==> config.mk <==
export PLATFORM = sky130hd
export DESIGN_NAME = hs_ram
export DESIGN_NICKNAME = d
export VERILOG_FILES = /design/src/rtl/core/hs_ram.sv
export SDC_FILE = /design/constraint.sdc
export NUM_CORES = 2
export LEC_CHECK = 0
export BUFFER_PORTS_ARGS = -buffer_cell sky130_fd_sc_hd__buf_2
export CORE_UTILIZATION = 45
export DETAILED_ROUTE_END_ITERATION = 7
export PLACE_DENSITY = 0.72
export REMOVE_ABC_BUFFERS = 1
export SLEW_MARGIN = 30
export SYNTH_ARGS = -nofsm -noshare
export SYNTH_HDL_FRONTEND = slang
export SYNTH_SLANG_ARGS = --single-unit
==> constraint.sdc <==
create_clock -name aclk -period 4.3 [get_ports aclk]
set_input_delay 0.645 -clock aclk [delete_from_list [all_inputs] [get_ports aclk]]
set_output_delay 0.645 -clock aclk [all_outputs]
set_load 0.02 [all_outputs]
==> src/rtl/core/hs_ram.sv <==
// generic single-write, dual-read ram with registered read data
// no dependencies
`default_nettype none

module hs_ram #(
    parameter int WIDTH = 32,
    parameter int DEPTH = 64
) (
    input  wire logic                     aclk,
    input  wire logic                     we,
    input  wire logic [$clog2(DEPTH)-1:0] waddr,
    input  wire logic [WIDTH-1:0]         wdata,
    input  wire logic [$clog2(DEPTH)-1:0] raddr_a,
    input  wire logic [$clog2(DEPTH)-1:0] raddr_b,
    output logic      [WIDTH-1:0]         rdata_a,
    output logic      [WIDTH-1:0]         rdata_b
);

    logic [WIDTH-1:0] mem [DEPTH];

    // write port and two registered read ports
    always_ff @(posedge aclk) begin
        if (we) begin
            mem[waddr] <= wdata;
        end
        rdata_a <= mem[raddr_a];
        rdata_b <= mem[raddr_b];
    end

endmodule

`default_nettype wire

==> flow_results.xml <==
<?xml version="1.0" encoding="UTF-8"?>
<metrics>
  <group name="yosys">
    <metric name="synth_seq_cells" unit="">2112</metric>
    <metric name="synth.distinct_cells" unit="">38</metric>
    <metric name="synthMuxAreaShare" unit="%">29.0</metric>
    <metric name="synth_area_in_xor_xnor" unit="%">0</metric>
    <metric name="synth_area" unit="µm²">95700</metric>
    <metric name="synth_top_family_by_area" unit="">multiplexers</metric>
    <metric name="syn_avg_cell_area" unit="µm²">21.7</metric>
    <metric name="synth-compound-area-share" unit="%">2.39</metric>
    <metric name="yosys_warnings" unit="">0</metric>
    <metric name="netlist_instances" unit="">4412</metric>
    <metric name="async_reset_ff_share" unit="%">0</metric>
    <metric name="post_synthesis_simple_gate_area_fraction" unit="%">1.13</metric>
    <metric name="synth_enable_flop_cells" unit="">2048</metric>
    <metric name="synth.yosys.seq_area_share" unit="%">65.6</metric>
    <metric name="synth-main-ff-cell" unit="">sky130_fd_sc_hd__edfxtp_1</metric>
    <metric name="synthAdderAreaFrac" unit="%">0</metric>
  </group>
  <group name="global_route">
    <metric name="met3_usage" unit="%">6.82</metric>
    <metric name="grt.overflow.total" unit="">0</metric>
    <metric name="grt_use_met1" unit="%">36.4</metric>
    <metric name="grt_use_met2" unit="%">42.4</metric>
    <metric name="grt-busiest-layer" unit="">met2</metric>
    <metric name="gr-usage-all-layers" unit="%">27.1</metric>
    <metric name="grt_pass1_vias" unit="">53489</metric>
    <metric name="maximum_number_of_pins_on_one_net_before_global_route_repair" unit="">70</metric>
    <metric name="wire_length_of_the_first_global_routing_pass" unit="µm">410000</metric>
    <metric name="grt_antenna_before_repair" unit="">22</metric>
  </group>
  <group name="power">
    <metric name="peakVddDrop" unit="mV">0.475</metric>
    <metric name="powerDensity" unit="nW/µm²">418</metric>
    <metric name="cellLeakagePower" unit="nW">34.1</metric>
  </group>
  <group name="die">
    <metric name="die_y" unit="µm">463</metric>
    <metric name="fp.dieArea" unit="µm²">214000</metric>
    <metric name="dieWidth" unit="µm">463</metric>
    <metric name="io_pins" unit="">116</metric>
    <metric name="initial_core_util" unit="%">45.5</metric>
    <metric name="placementRows" unit="">168</metric>
    <metric name="core-area" unit="µm²">210000</metric>
  </group>
  <group name="timing">
    <metric name="relSlewSlack" unit="%">31.3</metric>
    <metric name="finalSetupViolCount" unit="">0</metric>
    <metric name="finalHoldViolations" unit="">0</metric>
    <metric name="timing.clock.skew" unit="ps">29.0</metric>
    <metric name="drv_slew" unit="">0</metric>
    <metric name="fin_crit_sh" unit="%">73.3</metric>
    <metric name="finalCriticalPeriod" unit="ps">3150</metric>
    <metric name="rsz0062_at_grt" unit="">false</metric>
    <metric name="max_slew.worst_pin.slew" unit="ps">1030</metric>
    <metric name="finalSetupTns" unit="ps">0</metric>
    <metric name="max_freq" unit="GHz">0.317</metric>
    <metric name="fin_ws" unit="ps">1150</metric>
  </group>
  <group name="final_layout">
    <metric name="multi_input_comb_area" unit="µm²">31600</metric>
    <metric name="share_of_cells_above_drive_strength_1" unit="%">40.2</metric>
    <metric name="register_area" unit="µm²">62800</metric>
    <metric name="finish.net_count" unit="">4716</metric>
    <metric name="most_common_cell_after_layout_fill_and_taps_aside" unit="">sky130_fd_sc_hd__edfxtp_1</metric>
    <metric name="layout.core_utilization" unit="%">51.6</metric>
    <metric name="final_cell_mix" unit="">sky130_fd_sc_hd__edfxtp_1 (2048), sky130_fd_sc_hd__mux4_2 (1124), sky130_fd_sc_hd__buf_4 (242)</metric>
    <metric name="syn2layout_area_growth" unit="%">13.5</metric>
    <metric name="fin_area" unit="µm²">109000</metric>
    <metric name="final.fill_count" unit="">15903</metric>
  </group>
  <group name="worst_setup_path">
    <metric name="critPathSlowestCell" unit="">sky130_fd_sc_hd__o22ai_1</metric>
    <metric name="critical_path.startpoint_type" unit="">input pin</metric>
    <metric name="end_kind" unit="">flop</metric>
    <metric name="crit_path_start" unit="">raddr_b[0]</metric>
    <metric name="critical_path.max_stage_delay" unit="ps">780</metric>
    <metric name="crit_path_max_fanout" unit="">36</metric>
    <metric name="crit_top_cell" unit="">sky130_fd_sc_hd__mux4_2</metric>
    <metric name="critPathArrivalTime" unit="ps">3820</metric>
    <metric name="worst_ep_required_time" unit="ps">4970</metric>
    <metric name="timing.critical_path.cells" unit="">buf_8 &gt; buf_12 &gt; buf_4 &gt; mux4_2 &gt; mux4_2 &gt; o22ai_1 &gt; a21oi_1</metric>
    <metric name="crit-reg2reg-launch" unit="">mem[46][30]$_DFFE_PP_</metric>
    <metric name="path_class" unit="">input pin to flop</metric>
  </group>
  <group name="worst_hold_path">
    <metric name="worstHoldStart" unit="">wdata[22]</metric>
    <metric name="holdCritPathClass" unit="">input pin to flop</metric>
  </group>
  <group name="drt">
    <metric name="post_drt_via_cell_ratio" unit="">6.95</metric>
    <metric name="wirelength" unit="µm">291000</metric>
    <metric name="antenna_left" unit="">0</metric>
    <metric name="detail_route.first_pass.iterations" unit="">6</metric>
    <metric name="initialDrtViolationCount" unit="">7575</metric>
    <metric name="detailed_route_via_count" unit="">53207</metric>
    <metric name="drt_drc_violations_left" unit="">0</metric>
    <metric name="post_drt_wl_per_cell" unit="µm">38.0</metric>
  </group>
  <group name="clocking">
    <metric name="post-cts-setup-buffer-count" unit="">0</metric>
    <metric name="clock_tree.buffer_depth" unit="">3</metric>
    <metric name="ctsRootBufferMaster" unit="">sky130_fd_sc_hd__clkbuf_16</metric>
    <metric name="clk_transition_reported_paths" unit="ps">60</metric>
    <metric name="cts_resized" unit="">0</metric>
    <metric name="tritoncts.num_buffers" unit="">201</metric>
    <metric name="cts_num_sinks" unit="">2112</metric>
    <metric name="worstSkewPairLatency" unit="ps">880</metric>
    <metric name="cts_hold_buf" unit="">0</metric>
    <metric name="htree_levels" unit="">4</metric>
    <metric name="cts_tree" unit="">done</metric>
  </group>
  <group name="placed_design">
    <metric name="dp_hpwl" unit="µm">173000</metric>
    <metric name="placement.cell_area" unit="µm²">102000</metric>
    <metric name="io_buffer_count" unit="">115</metric>
    <metric name="routabilityCongestion" unit="">0.850</metric>
    <metric name="place_worst_setup_slack" unit="ps">401</metric>
  </group>
  <group name="status">
    <metric name="run_status" unit="">finished clean</metric>
  </group>
  <group name="job">
    <metric name="cap_violations" unit="">0</metric>
  </group>
</metrics>
## critical path: cells and delay by family
| kind | cells | cell delay [ps] |
|---|---|---|
| buffers and inverters | 3 | 1010 |
| muxes | 2 | 1090 |
| AOI/OAI and AO/OA | 2 | 980 |
## flip-flops by register name (all words and copies together), names as in the netlist
register and flops:
rdata_b 32, rdata_a 32, mem 2048
## path summary, 6_finish.rpt
path | cells past startpoint | to | slack, ps
min | 1 | mem[40][22]$_DFFE_PP_ | 260
min reg2reg | 5 | rdata_a[22]$_DFF_P_ | 910
max reg2reg | 4 | rdata_b[30]$_DFF_P_ | 1720
max | 7 | rdata_b[30]$_DFF_P_ | 1150
## logic make-up (layout without fill, tap and decap cells)
kind of cell | Yosys count | count (layout)
AND/OR/NAND/NOR | 248 | 248
multiplexers | 1364 | 1364
flip-flops | 2112 | 2112
AO/OA/AOI/OAI | 340 | 340
other | 0 | 7
buffers and inverters | 348 | 779
## Yosys cell counts, types with 25 or more instances
cell type	number	area, µm²
sky130_fd_sc_hd__o21ai_1	31	155
sky130_fd_sc_hd__buf_1	25	93.8
sky130_fd_sc_hd__o22ai_1	56	350
sky130_fd_sc_hd__buf_4	55	413
sky130_fd_sc_hd__edfxtp_1	2048	61500
sky130_fd_sc_hd__mux4_2	1124	25300
sky130_fd_sc_hd__clkbuf_1	135	507
sky130_fd_sc_hd__mux2i_1	204	2040
sky130_fd_sc_hd__a21oi_1	58	290
sky130_fd_sc_hd__buf_2	121	606
sky130_fd_sc_hd__mux2_2	36	405
sky130_fd_sc_hd__a22oi_1	85	638
sky130_fd_sc_hd__dfxtp_1	64	1280
sky130_fd_sc_hd__nand2_1	93	349
sky130_fd_sc_hd__nor2_1	94	353
sky130_fd_sc_hd__o211ai_1	27	203
## where the power goes
part | switching [mW] | internal (mW) | leakage (nW)
sequential | 0.168 | 22.8 | 19.0
clock | 7.94 | 10.6 | 3.35
combinational | 2.25 | 1.58 | 11.8
total | 10.4 | 35.0 | 34.1
## stage by stage
step / hold slack, ps / cells / power (mW)
after floorplan: 737 / 4065 / 25.0
after global placement: 859 / 7263 / 27.1
after detailed placement: 867 / 7264 / 27.2
after CTS: 214 / 7646 / 45.4
after global routing: 264 / 7651 / 46.3
final: 260 / 7655 / 45.3
## routing by layer
layer / share of wire, % / wire length, µm / up-vias
li1: - / - / 20032
met1: 35 / 102000 / 28409
met2: 47 / 137000 / 4069
met3: 13 / 38400 / 679
met4: 4.6 / 13400 / 18
met5: 0.037 / 107 / -
## final cells by class
class	count	share of cell area (%)
clock buffer	268	5.07
inverter	1	0.00346
sequential	2112	57.8
multi-input combinational	1952	29.2
tap	2805	3.23
clock inverter	114	1.24
timing repair buffer	396	3.43
antenna	7	0.0161
(Power assumes the default switching activity.)
