$ cat src/rtl/core/hs_pkg.sv
// shared constants and types of the heap sorter core
// no dependencies; used by hs_cmp and heap_sorter_core
`default_nettype none

package hs_pkg;

    // store depth default and word width
    localparam int DEPTH_DEFAULT = 64;
    localparam int DATA_W        = 32;

    // result of the shared compare-select unit, take_right has priority
    typedef struct packed {
        logic take_left;
        logic take_right;
    } hs_pick_t;

endpackage

`default_nettype wire

$ cat src/rtl/core/hs_cmp.sv
// shared compare-select unit: picks the largest of parent and up to two children
// depends on hs_pkg
`default_nettype none

module hs_cmp
    import hs_pkg::*;
(
    input  wire logic signed [DATA_W-1:0] cur_val,
    input  wire logic signed [DATA_W-1:0] left_val,
    input  wire logic signed [DATA_W-1:0] right_val,
    input  wire logic                     left_ok,
    input  wire logic                     right_ok,
    output hs_pick_t                      pick
);

    logic signed [DATA_W-1:0] big_val;

    // left wins only when strictly greater, right only when strictly greater than the winner
    always_comb begin
        pick.take_left  = left_ok && (left_val > cur_val);
        big_val         = pick.take_left ? left_val : cur_val;
        pick.take_right = right_ok && (right_val > big_val);
    end

endmodule

`default_nettype wire
$ cat config.mk
export PLATFORM = sky130hd
export DESIGN_NAME = hs_cmp
export DESIGN_NICKNAME = d
export VERILOG_FILES = /design/src/rtl/core/hs_pkg.sv /design/src/rtl/core/hs_cmp.sv
export SDC_FILE = /design/constraint.sdc
export NUM_CORES = 1
export LEC_CHECK = 0
export BUFFER_PORTS_ARGS = -buffer_cell sky130_fd_sc_hd__buf_2
export CAP_MARGIN = 30
export CORE_MARGIN = 4
export CORE_UTILIZATION = 50
export DETAILED_ROUTE_END_ITERATION = 8
export PLACE_DENSITY = 0.73
export SETUP_SLACK_MARGIN = 0.1
export SLEW_MARGIN = 20
export SYNTH_ARGS = -nofsm -noshare
export SYNTH_HDL_FRONTEND = slang
export SYNTH_SLANG_ARGS = --single-unit
$ cat constraint.sdc
create_clock -name vclk -period 8.9
set_clock_uncertainty 0.2 [all_clocks]
set_input_delay 1.335 -clock vclk [all_inputs]
set_output_delay 1.335 -clock vclk [all_outputs]
set_load 0.005 [all_outputs]
==> out/metrics.yaml, run 1 <==
outcome:
  status: "completed"
global_routing:
  grt_pass1_wl_um: 19650
  grt-ovfl-total: 0
  grt_max_degree: 102
  grt_pass1_vias: 4148
  grt_usage_pct: 26.04
  antenna_found_initial: 0
logic_synthesis:
  synth_compound_area_share_pct: 50.83
  synthSimpleGateAreaFrac_pct: 18.14
  synth_cells: 482
  synth_xor_area_share_pct: 0
  synth.area.top_cells: "ha_1, o2111ai_2, a211oi_2, a41o_1, a22oi_1"
  synth_top_family_by_area: "compound AO/OA/AOI/OAI gates"
  synth_area_per_cell_um2: 7.941
  syn_area_um2: 3827
  ys_seq_area_share_pct: 0
  synth.distinct_cells: 43
  yosys_warnings: 0
  synthMuxAreaShare_pct: 0.2615
  synthTopCellsByCount: "ha_1, inv_1, a22oi_1"
  synth_most_common_cell: "ha_1"
  syn_nets: 644
  synth_top_area_share_pct: 20.92
  synth_adder_area_share_pct: 20.92
  synth_top_area_cell: "ha_1"
sta:
  finalCritPeriodShare_pct: 89.77
  max_slew_margin_pct: 38.11
  tightest_slew_ns: 0.9284
  setup_slack_ns: 0.9106
  tns_ns: 0
  rsz0062_at_grt: "false"
  slew_violations: 0
  hold_violations: 0
  setup_viol: 0
  min_period_ns: 7.989
  max_freq_ghz: 0.1252
critical_path:
  crit_arrival_ns: 6.45
  cp-endpoint: "pick[0]"
  path_max_fanout: 33
  cp.required_ns: 7.36
  critPathKind: "primary input to output pin"
  end_kind: "output pin"
  critPathLaunch: "cur_val[31]"
  worstSetupStartpointType: "primary input"
finish:
  nFlopsAndLatches: 0
  seq_area_um2: 0
  syn_to_final_growth_pct: 14.29
  utilization_pct: 59.67
  n_clock_buffer: 0
  fin_nets: 706
  n_antenna_cell: 0
  drive_above_1_share_pct: 32.66
  n_fill_cell: 682
  multi_input_comb_area_um2: 3517
die:
  core-area_um2: 7331
  io_pins: 100
  die_y_um: 95.49
  start_util_pct: 52.21
  die_w_um: 95.49
  dieArea_um2: 9118
  rows: 31
cts:
  cts_hold_buf: 0
  cts_resized: 0
  post_cts_buffers: 0
route:
  drtIter0Drc: 306
  via_count: 4385
  drtPass1Iterations: 5
  avgViaCountPerCell: 6.841
  drcViolationCount: 0
  wl_um: 12030
  postRouteAntennaNets: 0
  wl_per_cell_um: 18.76
pwr:
  p_total_mw: 0.2769
  power_density_nw_per_um2: 63.30
  ir_drop_uv: 35.02
  p_leak_nw: 1.992
job:
  max_cap_violations: 0
placed_design:
  gp_congestion: 0.8636
  numPortBuffers: 100
  pre_cts_ws_ns: 0.9908
  place_hpwl_um: 9022
worst_hold_path:
  hp-start: "right_ok"
  hold_path.class: "primary input to output pin"
-- cell type report --
class                           instances  share of cell area (%)
Inverter                               38                   3.261
Multi-Input combinational cell        392                   80.41
Tap cell                               99                   2.832
Timing Repair Buffer                  112                   13.50
-- worst min path at each step --
stage	slack (ns)	end	cells past startpoint
after floorplan	2.68	pick[0]	3
after global placement	2.93	pick[0]	5
after detailed placement	2.93	pick[0]	5
after CTS	2.93	pick[0]	5
after global routing	2.95	pick[0]	5
final	2.93	pick[0]	5
-- layout by cell type, fill, tap and decap left out, types with 2 or more instances in the layout --
master,synthesis,routed
a211oi_1,3,3
a211oi_2,29,29
a21boi_0,2,2
a21o_1,5,5
a21oi_1,21,21
a22oi_1,33,32
a41o_1,31,31
buf_2,13,100
buf_4,0,12
ha_1,64,63
inv_1,38,38
nand2_1,15,15
nand2b_1,32,32
nand3_1,4,4
nand3b_1,31,31
nand4_1,14,14
nor2_1,7,7
nor2b_1,2,2
nor3_1,3,3
o2111ai_1,5,5
o2111ai_2,29,29
o211ai_1,2,2
o21a_1,3,3
o21ai_0,8,8
o22ai_1,31,31
or4_2,0,2
-- worst max-delay path: stages --
cell and delay [ns]:
buf_2 0.12, inv_1 0.07, ha_4 0.47, nand4_1 0.23, or4_2 0.74, buf_4 0.34
o21ai_4 0.65, buf_4 0.41, a211oi_1 0.13, ha_1 0.30, nor2b_1 0.13, o211ai_1 0.15
a21oi_1 0.09, a2111oi_0 0.70, o2111ai_1 0.21, mux2i_1 0.20, buf_2 0.14
-- report_power, final --
part	switching, mW	internal [mW]	total, mW
registers	0	0	0
logic	0.154	0.122	0.277
clock network	0	0	0
-- kinds of logic after synthesis --
logic type / after synthesis
buf+inv: 90
compound gates: 213
simple gates: 114
fa+ha+maj: 64
mux: 1
-- routing by layer --
layer	routed length, um	global-route usage [%]	part of all wire (%)	up-vias
met3	842	1.579	7.0	22
met1	5085	34.36	42	2094
met4	312	8.768	2.6	0
met5	0	0	0	-
met2	5786	44.78	48	180
li1	-	-	-	2089
-- per-stage QoR --
| step | area [um2] | std cells | hold slack, ns |
|---|---|---|---|
| after global placement | 4374 | 641 | 2.933 |
| after CTS | 4374 | 641 | 2.929 |
| after global routing | 4374 | 641 | 2.949 |
| after floorplan | 3827 | 482 | 2.680 |
| final | 4374 | 641 | 2.929 |
| after detailed placement | 4374 | 641 | 2.929 |
(Power assumes the default switching activity.)
==> run 2, diff against run 1 <==
clock period = 7.7 ns   (was 8.9 ns; I/O delays follow)
==> out/metrics.yaml, run 2 (synthesis gave the netlist of run 1 again) <==
sta:
  setup_viol: 0
  max_freq_ghz: 0.1444
  max_slew_margin_pct: 50.84
  finalCritPeriodShare_pct: 89.94
  tns_ns: 0
  hold_violations: 0
  min_period_ns: 6.925
  rsz0062_at_grt: "false"
  tightest_slew_ns: 0.7346
  slew_violations: 0
die:
  io_pins: 100
  die_w_um: 95.49
  die_y_um: 95.49
  start_util_pct: 52.21
  rows: 31
  dieArea_um2: 9118
  core-area_um2: 7331
finish:
  utilization_pct: 60.52
  mostFrequentLayoutCell: "buf_2"
  nFlopsAndLatches: 0
  fin_nets: 710
  syn_to_final_growth_pct: 15.92
  n_antenna_cell: 0
  drive_above_1_share_pct: 33.15
  multi_input_comb_area_um2: 3517
  final_area_um2: 4437
  seq_area_um2: 0
  most-common-layout-cells: "buf_2, ha_1, inv_1, nand2b_1, a22oi_1"
  n_clock_buffer: 0
  fin_cells: 645
  n_fill_cell: 667
cts:
  cts_resized: 0
  cts_hold_buf: 0
  post_cts_buffers: 0
global_routing:
  grt_usage_pct: 25.29
  grt_pass1_wl_um: 19270
  grt_pass1_vias: 4183
  grt-ovfl-total: 0
  grt_max_degree: 73
  antenna_found_initial: 0
route:
  via_count: 4366
  drtIter0Drc: 212
  drcViolationCount: 0
  wl_per_cell_um: 18.42
  postRouteAntennaNets: 0
  wl_um: 11880
  avgViaCountPerCell: 6.769
  drtPass1Iterations: 4
placed_design:
  numPortBuffers: 100
  gp_congestion: 0.8454
  dp.cells: 645
  dpl_cell_area_um2: 4437
  place_hpwl_um: 8961
critical_path:
  worstSetupStartpointType: "primary input"
  crit_arrival_ns: 5.57
  critPathLaunch: "cur_val[23]"
  end_kind: "output pin"
  critPathKind: "primary input to output pin"
  path_max_fanout: 18
  cp.required_ns: 6.34
  cp-endpoint: "pick[0]"
pwr:
  ir_drop_uv: 35.07
  power_density_nw_per_um2: 72.77
  p_leak_nw: 2.024
worst_hold_path:
  hp-start: "right_ok"
  hold_path.class: "primary input to output pin"
outcome:
  status: "completed"
job:
  max_cap_violations: 0
==> run 2: how the worst min path moves through the flow <==
stage	endpoint	slack (ns)	cells past startpoint
detailed placement	pick[0]	2.55	5
finish	pick[0]	2.54	5
floorplan	pick[0]	2.32	3
global route	pick[0]	2.58	5
CTS	pick[0]	2.54	5
global placement	pick[0]	2.55	5
==> run 2: area by class of cell <==
type                       count  area share (%)
multi-input combinational    392           79.27
inverter                      38           3.215
tap                           99           2.792
timing repair buffer         116           14.72
==> run 2: power by group <==
| part | total [mW] | switching [mW] | internal, mW |
|---|---|---|---|
| registers | 0 | 0 | 0 |
| clock network | 0 | 0 | 0 |
| logic | 0.323 | 0.177 | 0.146 |
| total | 0.323 | 0.177 | 0.146 |
==> run 2: critical path, cell delays in order <==
cell and delay, ns:
buf_2 0.12, inv_1 0.05, ha_1 0.31, nand4_1 0.21
or4_2 0.89, o21a_1 0.46, buf_4 0.30, nand3b_1 0.11
o22ai_1 0.09, a211oi_2 0.22, ha_1 0.28, a21oi_1 0.16
o21ai_0 0.11, a221oi_1 0.29, a2bb2oi_1 0.35, o2111ai_1 0.19
mux2i_1 0.16, buf_2 0.12
==> run 2: through the flow <==
step | power [mW] | hold WS, ns | setup slack [ns]
after floorplan | 0.2194 | 2.320 | 1.867
after global placement | 0.3049 | 2.546 | 0.8409
after detailed placement | 0.3190 | 2.547 | 0.7961
after CTS | 0.3211 | 2.544 | 0.7887
after global routing | 0.3596 | 2.580 | 0.4107
final | 0.3229 | 2.540 | 0.7745
==> run 2: metal layers <==
metal	wire [um]	GRT usage [%]
met1	5136	33.66
met2	5688	44.14
met5	0	0
met3	748	1.105
met4	310	7.109
==> run 3, diff against run 2 <==
CELL_PAD_IN_SITES_DETAIL_PLACEMENT = 0   (was default)
CELL_PAD_IN_SITES_GLOBAL_PLACEMENT = 1   (was default)
CORE_UTILIZATION = 41   (was 50)
PLACE_DENSITY = 0.82   (was 0.73)
clock period = 7.06 ns   (was 7.7 ns; I/O delays follow)
==> out/metrics.yaml, run 3 (synthesis gave the netlist of run 1 again) <==
pwr:
  pwr-share-seq_pct: 0
  p_total_mw: 0.3524
  clock_power_share_pct: 0
  switching_power_mw: 0.1932
  swShare_pct: 54.81
  combPwrFrac_pct: 100.0
  p_leak_nw: 2.032
  internal_power_mw: 0.1592
  power_density_nw_per_um2: 78.97
  ir_drop_uv: 34.02
sta:
  tightest_slew_ns: 0.8845
  rsz0062_at_grt: "false"
  min_period_ns: 6.591
  max_freq_ghz: 0.1517
  slew_violations: 0
  tns_ns: 0
  max_slew_margin_pct: 41.03
  finalCritPeriodShare_pct: 93.36
  hold_violations: 0
  setup_viol: 0
placed_design:
  place_hpwl_um: 9259
  gp_congestion: 0.8322
  dp.cells: 656
  dpl_cell_area_um2: 4463
  numPortBuffers: 100
finish:
  final_area_um2: 4463
  fin_cells: 656
  n_clock_buffer: 0
  mostFrequentLayoutCell: "buf_2"
  n_antenna_cell: 0
  drive_above_1_share_pct: 33.39
  fin_nets: 712
  seq_area_um2: 0
  nFlopsAndLatches: 0
  most-common-layout-cells: "buf_2, ha_1, inv_1, nand2b_1, a22oi_1"
  syn_to_final_growth_pct: 16.61
cts:
  cts_resized: 0
  post_cts_buffers: 0
  cts_hold_buf: 0
global_routing:
  grt_pass1_wl_um: 20220
  grt_max_degree: 88
  met3_usage_pct: 1.726
  grt_use_met1_pct: 29.02
  grt_pass1_vias: 4241
  grt-ovfl-total: 0
  grt_util_met2_pct: 36.30
  antenna_found_initial: 0
  top_usage_layer: "met2"
  grt_usage_pct: 21.30
critical_path:
  critPathKind: "primary input to output pin"
  path_max_fanout: 22
  crit_arrival_ns: 5.33
  cp.required_ns: 5.80
  end_kind: "output pin"
  worstSetupStartpointType: "primary input"
route:
  via_count: 4332
  postRouteAntennaNets: 0
  drcViolationCount: 0
  drtPass1Iterations: 5
  wl_per_cell_um: 18.80
  avgViaCountPerCell: 6.604
  drtIter0Drc: 310
  wl_um: 12340
outcome:
  status: "completed"
die:
  die_y_um: 104.6
  die_w_um: 104.6
  io_pins: 100
  core-area_um2: 8891
  dieArea_um2: 10950
  rows: 34
  start_util_pct: 43.05
worst_hold_path:
  hold_path.class: "primary input to output pin"
  min_path_cells: 5
job:
  max_cap_violations: 0
-- run 3: cell count changes in the layout (fill, tap and decap cells not counted), sizes merged --
cell | previous run | this run
buf | 116 | 118
-- run 3: final timing paths --
kind | startpoint | end | slack, ns
setup / recovery | cur_val[14] | pick[0] | 0.47
hold / removal | right_ok | pick[0] | 2.36
-- run 3: power by group through the flow --
stage	sequential (mW)	combinational, mW	clock [mW]
6_report	0	0.352	0
5_1_grt	0	0.393	0
4_1_cts	0	0.353	0
3_5_place_dp	0	0.351	0
3_3_place_gp	0	0.337	0
2_1_floorplan	0	0.239	0
-- run 3: critical path: stages --
cell       delay [ns]
buf_2            0.13
inv_1            0.05
ha_1             0.31
nand4_1          0.16
or4_2            0.73
o21a_1           0.51
buf_4            0.35
nand3b_1         0.10
o22ai_1          0.09
a211oi_2         0.27
ha_1             0.22
nand4_1          0.11
nor2_1           0.33
nand4_1          0.28
o2111ai_1        0.30
mux2i_1          0.21
buf_2            0.13
-- run 3: routing by layer --
metal,part of all wire (%),wire (um)
met5,0,0
met4,2.2,269
met3,6.1,753
met2,48,5868
met1,44,5444
-- run 3: final cells by class --
class	count	area (um2)
Multi-Input combinational cell	392	3517
Tap cell	108	135.1
Fill cell	870	4428
Timing Repair Buffer	118	668.1
Inverter	38	142.6
-- run 3: stage by stage --
stage               hold slack, ns  setup slack, ns  utilization [%]
finish                       2.362           0.4690            50.20
floorplan                    2.128            1.419                -
global route                 2.402           0.1579            50.20
CTS                          2.368           0.4539            50.20
global placement             2.351           0.5110            49.89
detailed placement           2.365           0.4665            50.20
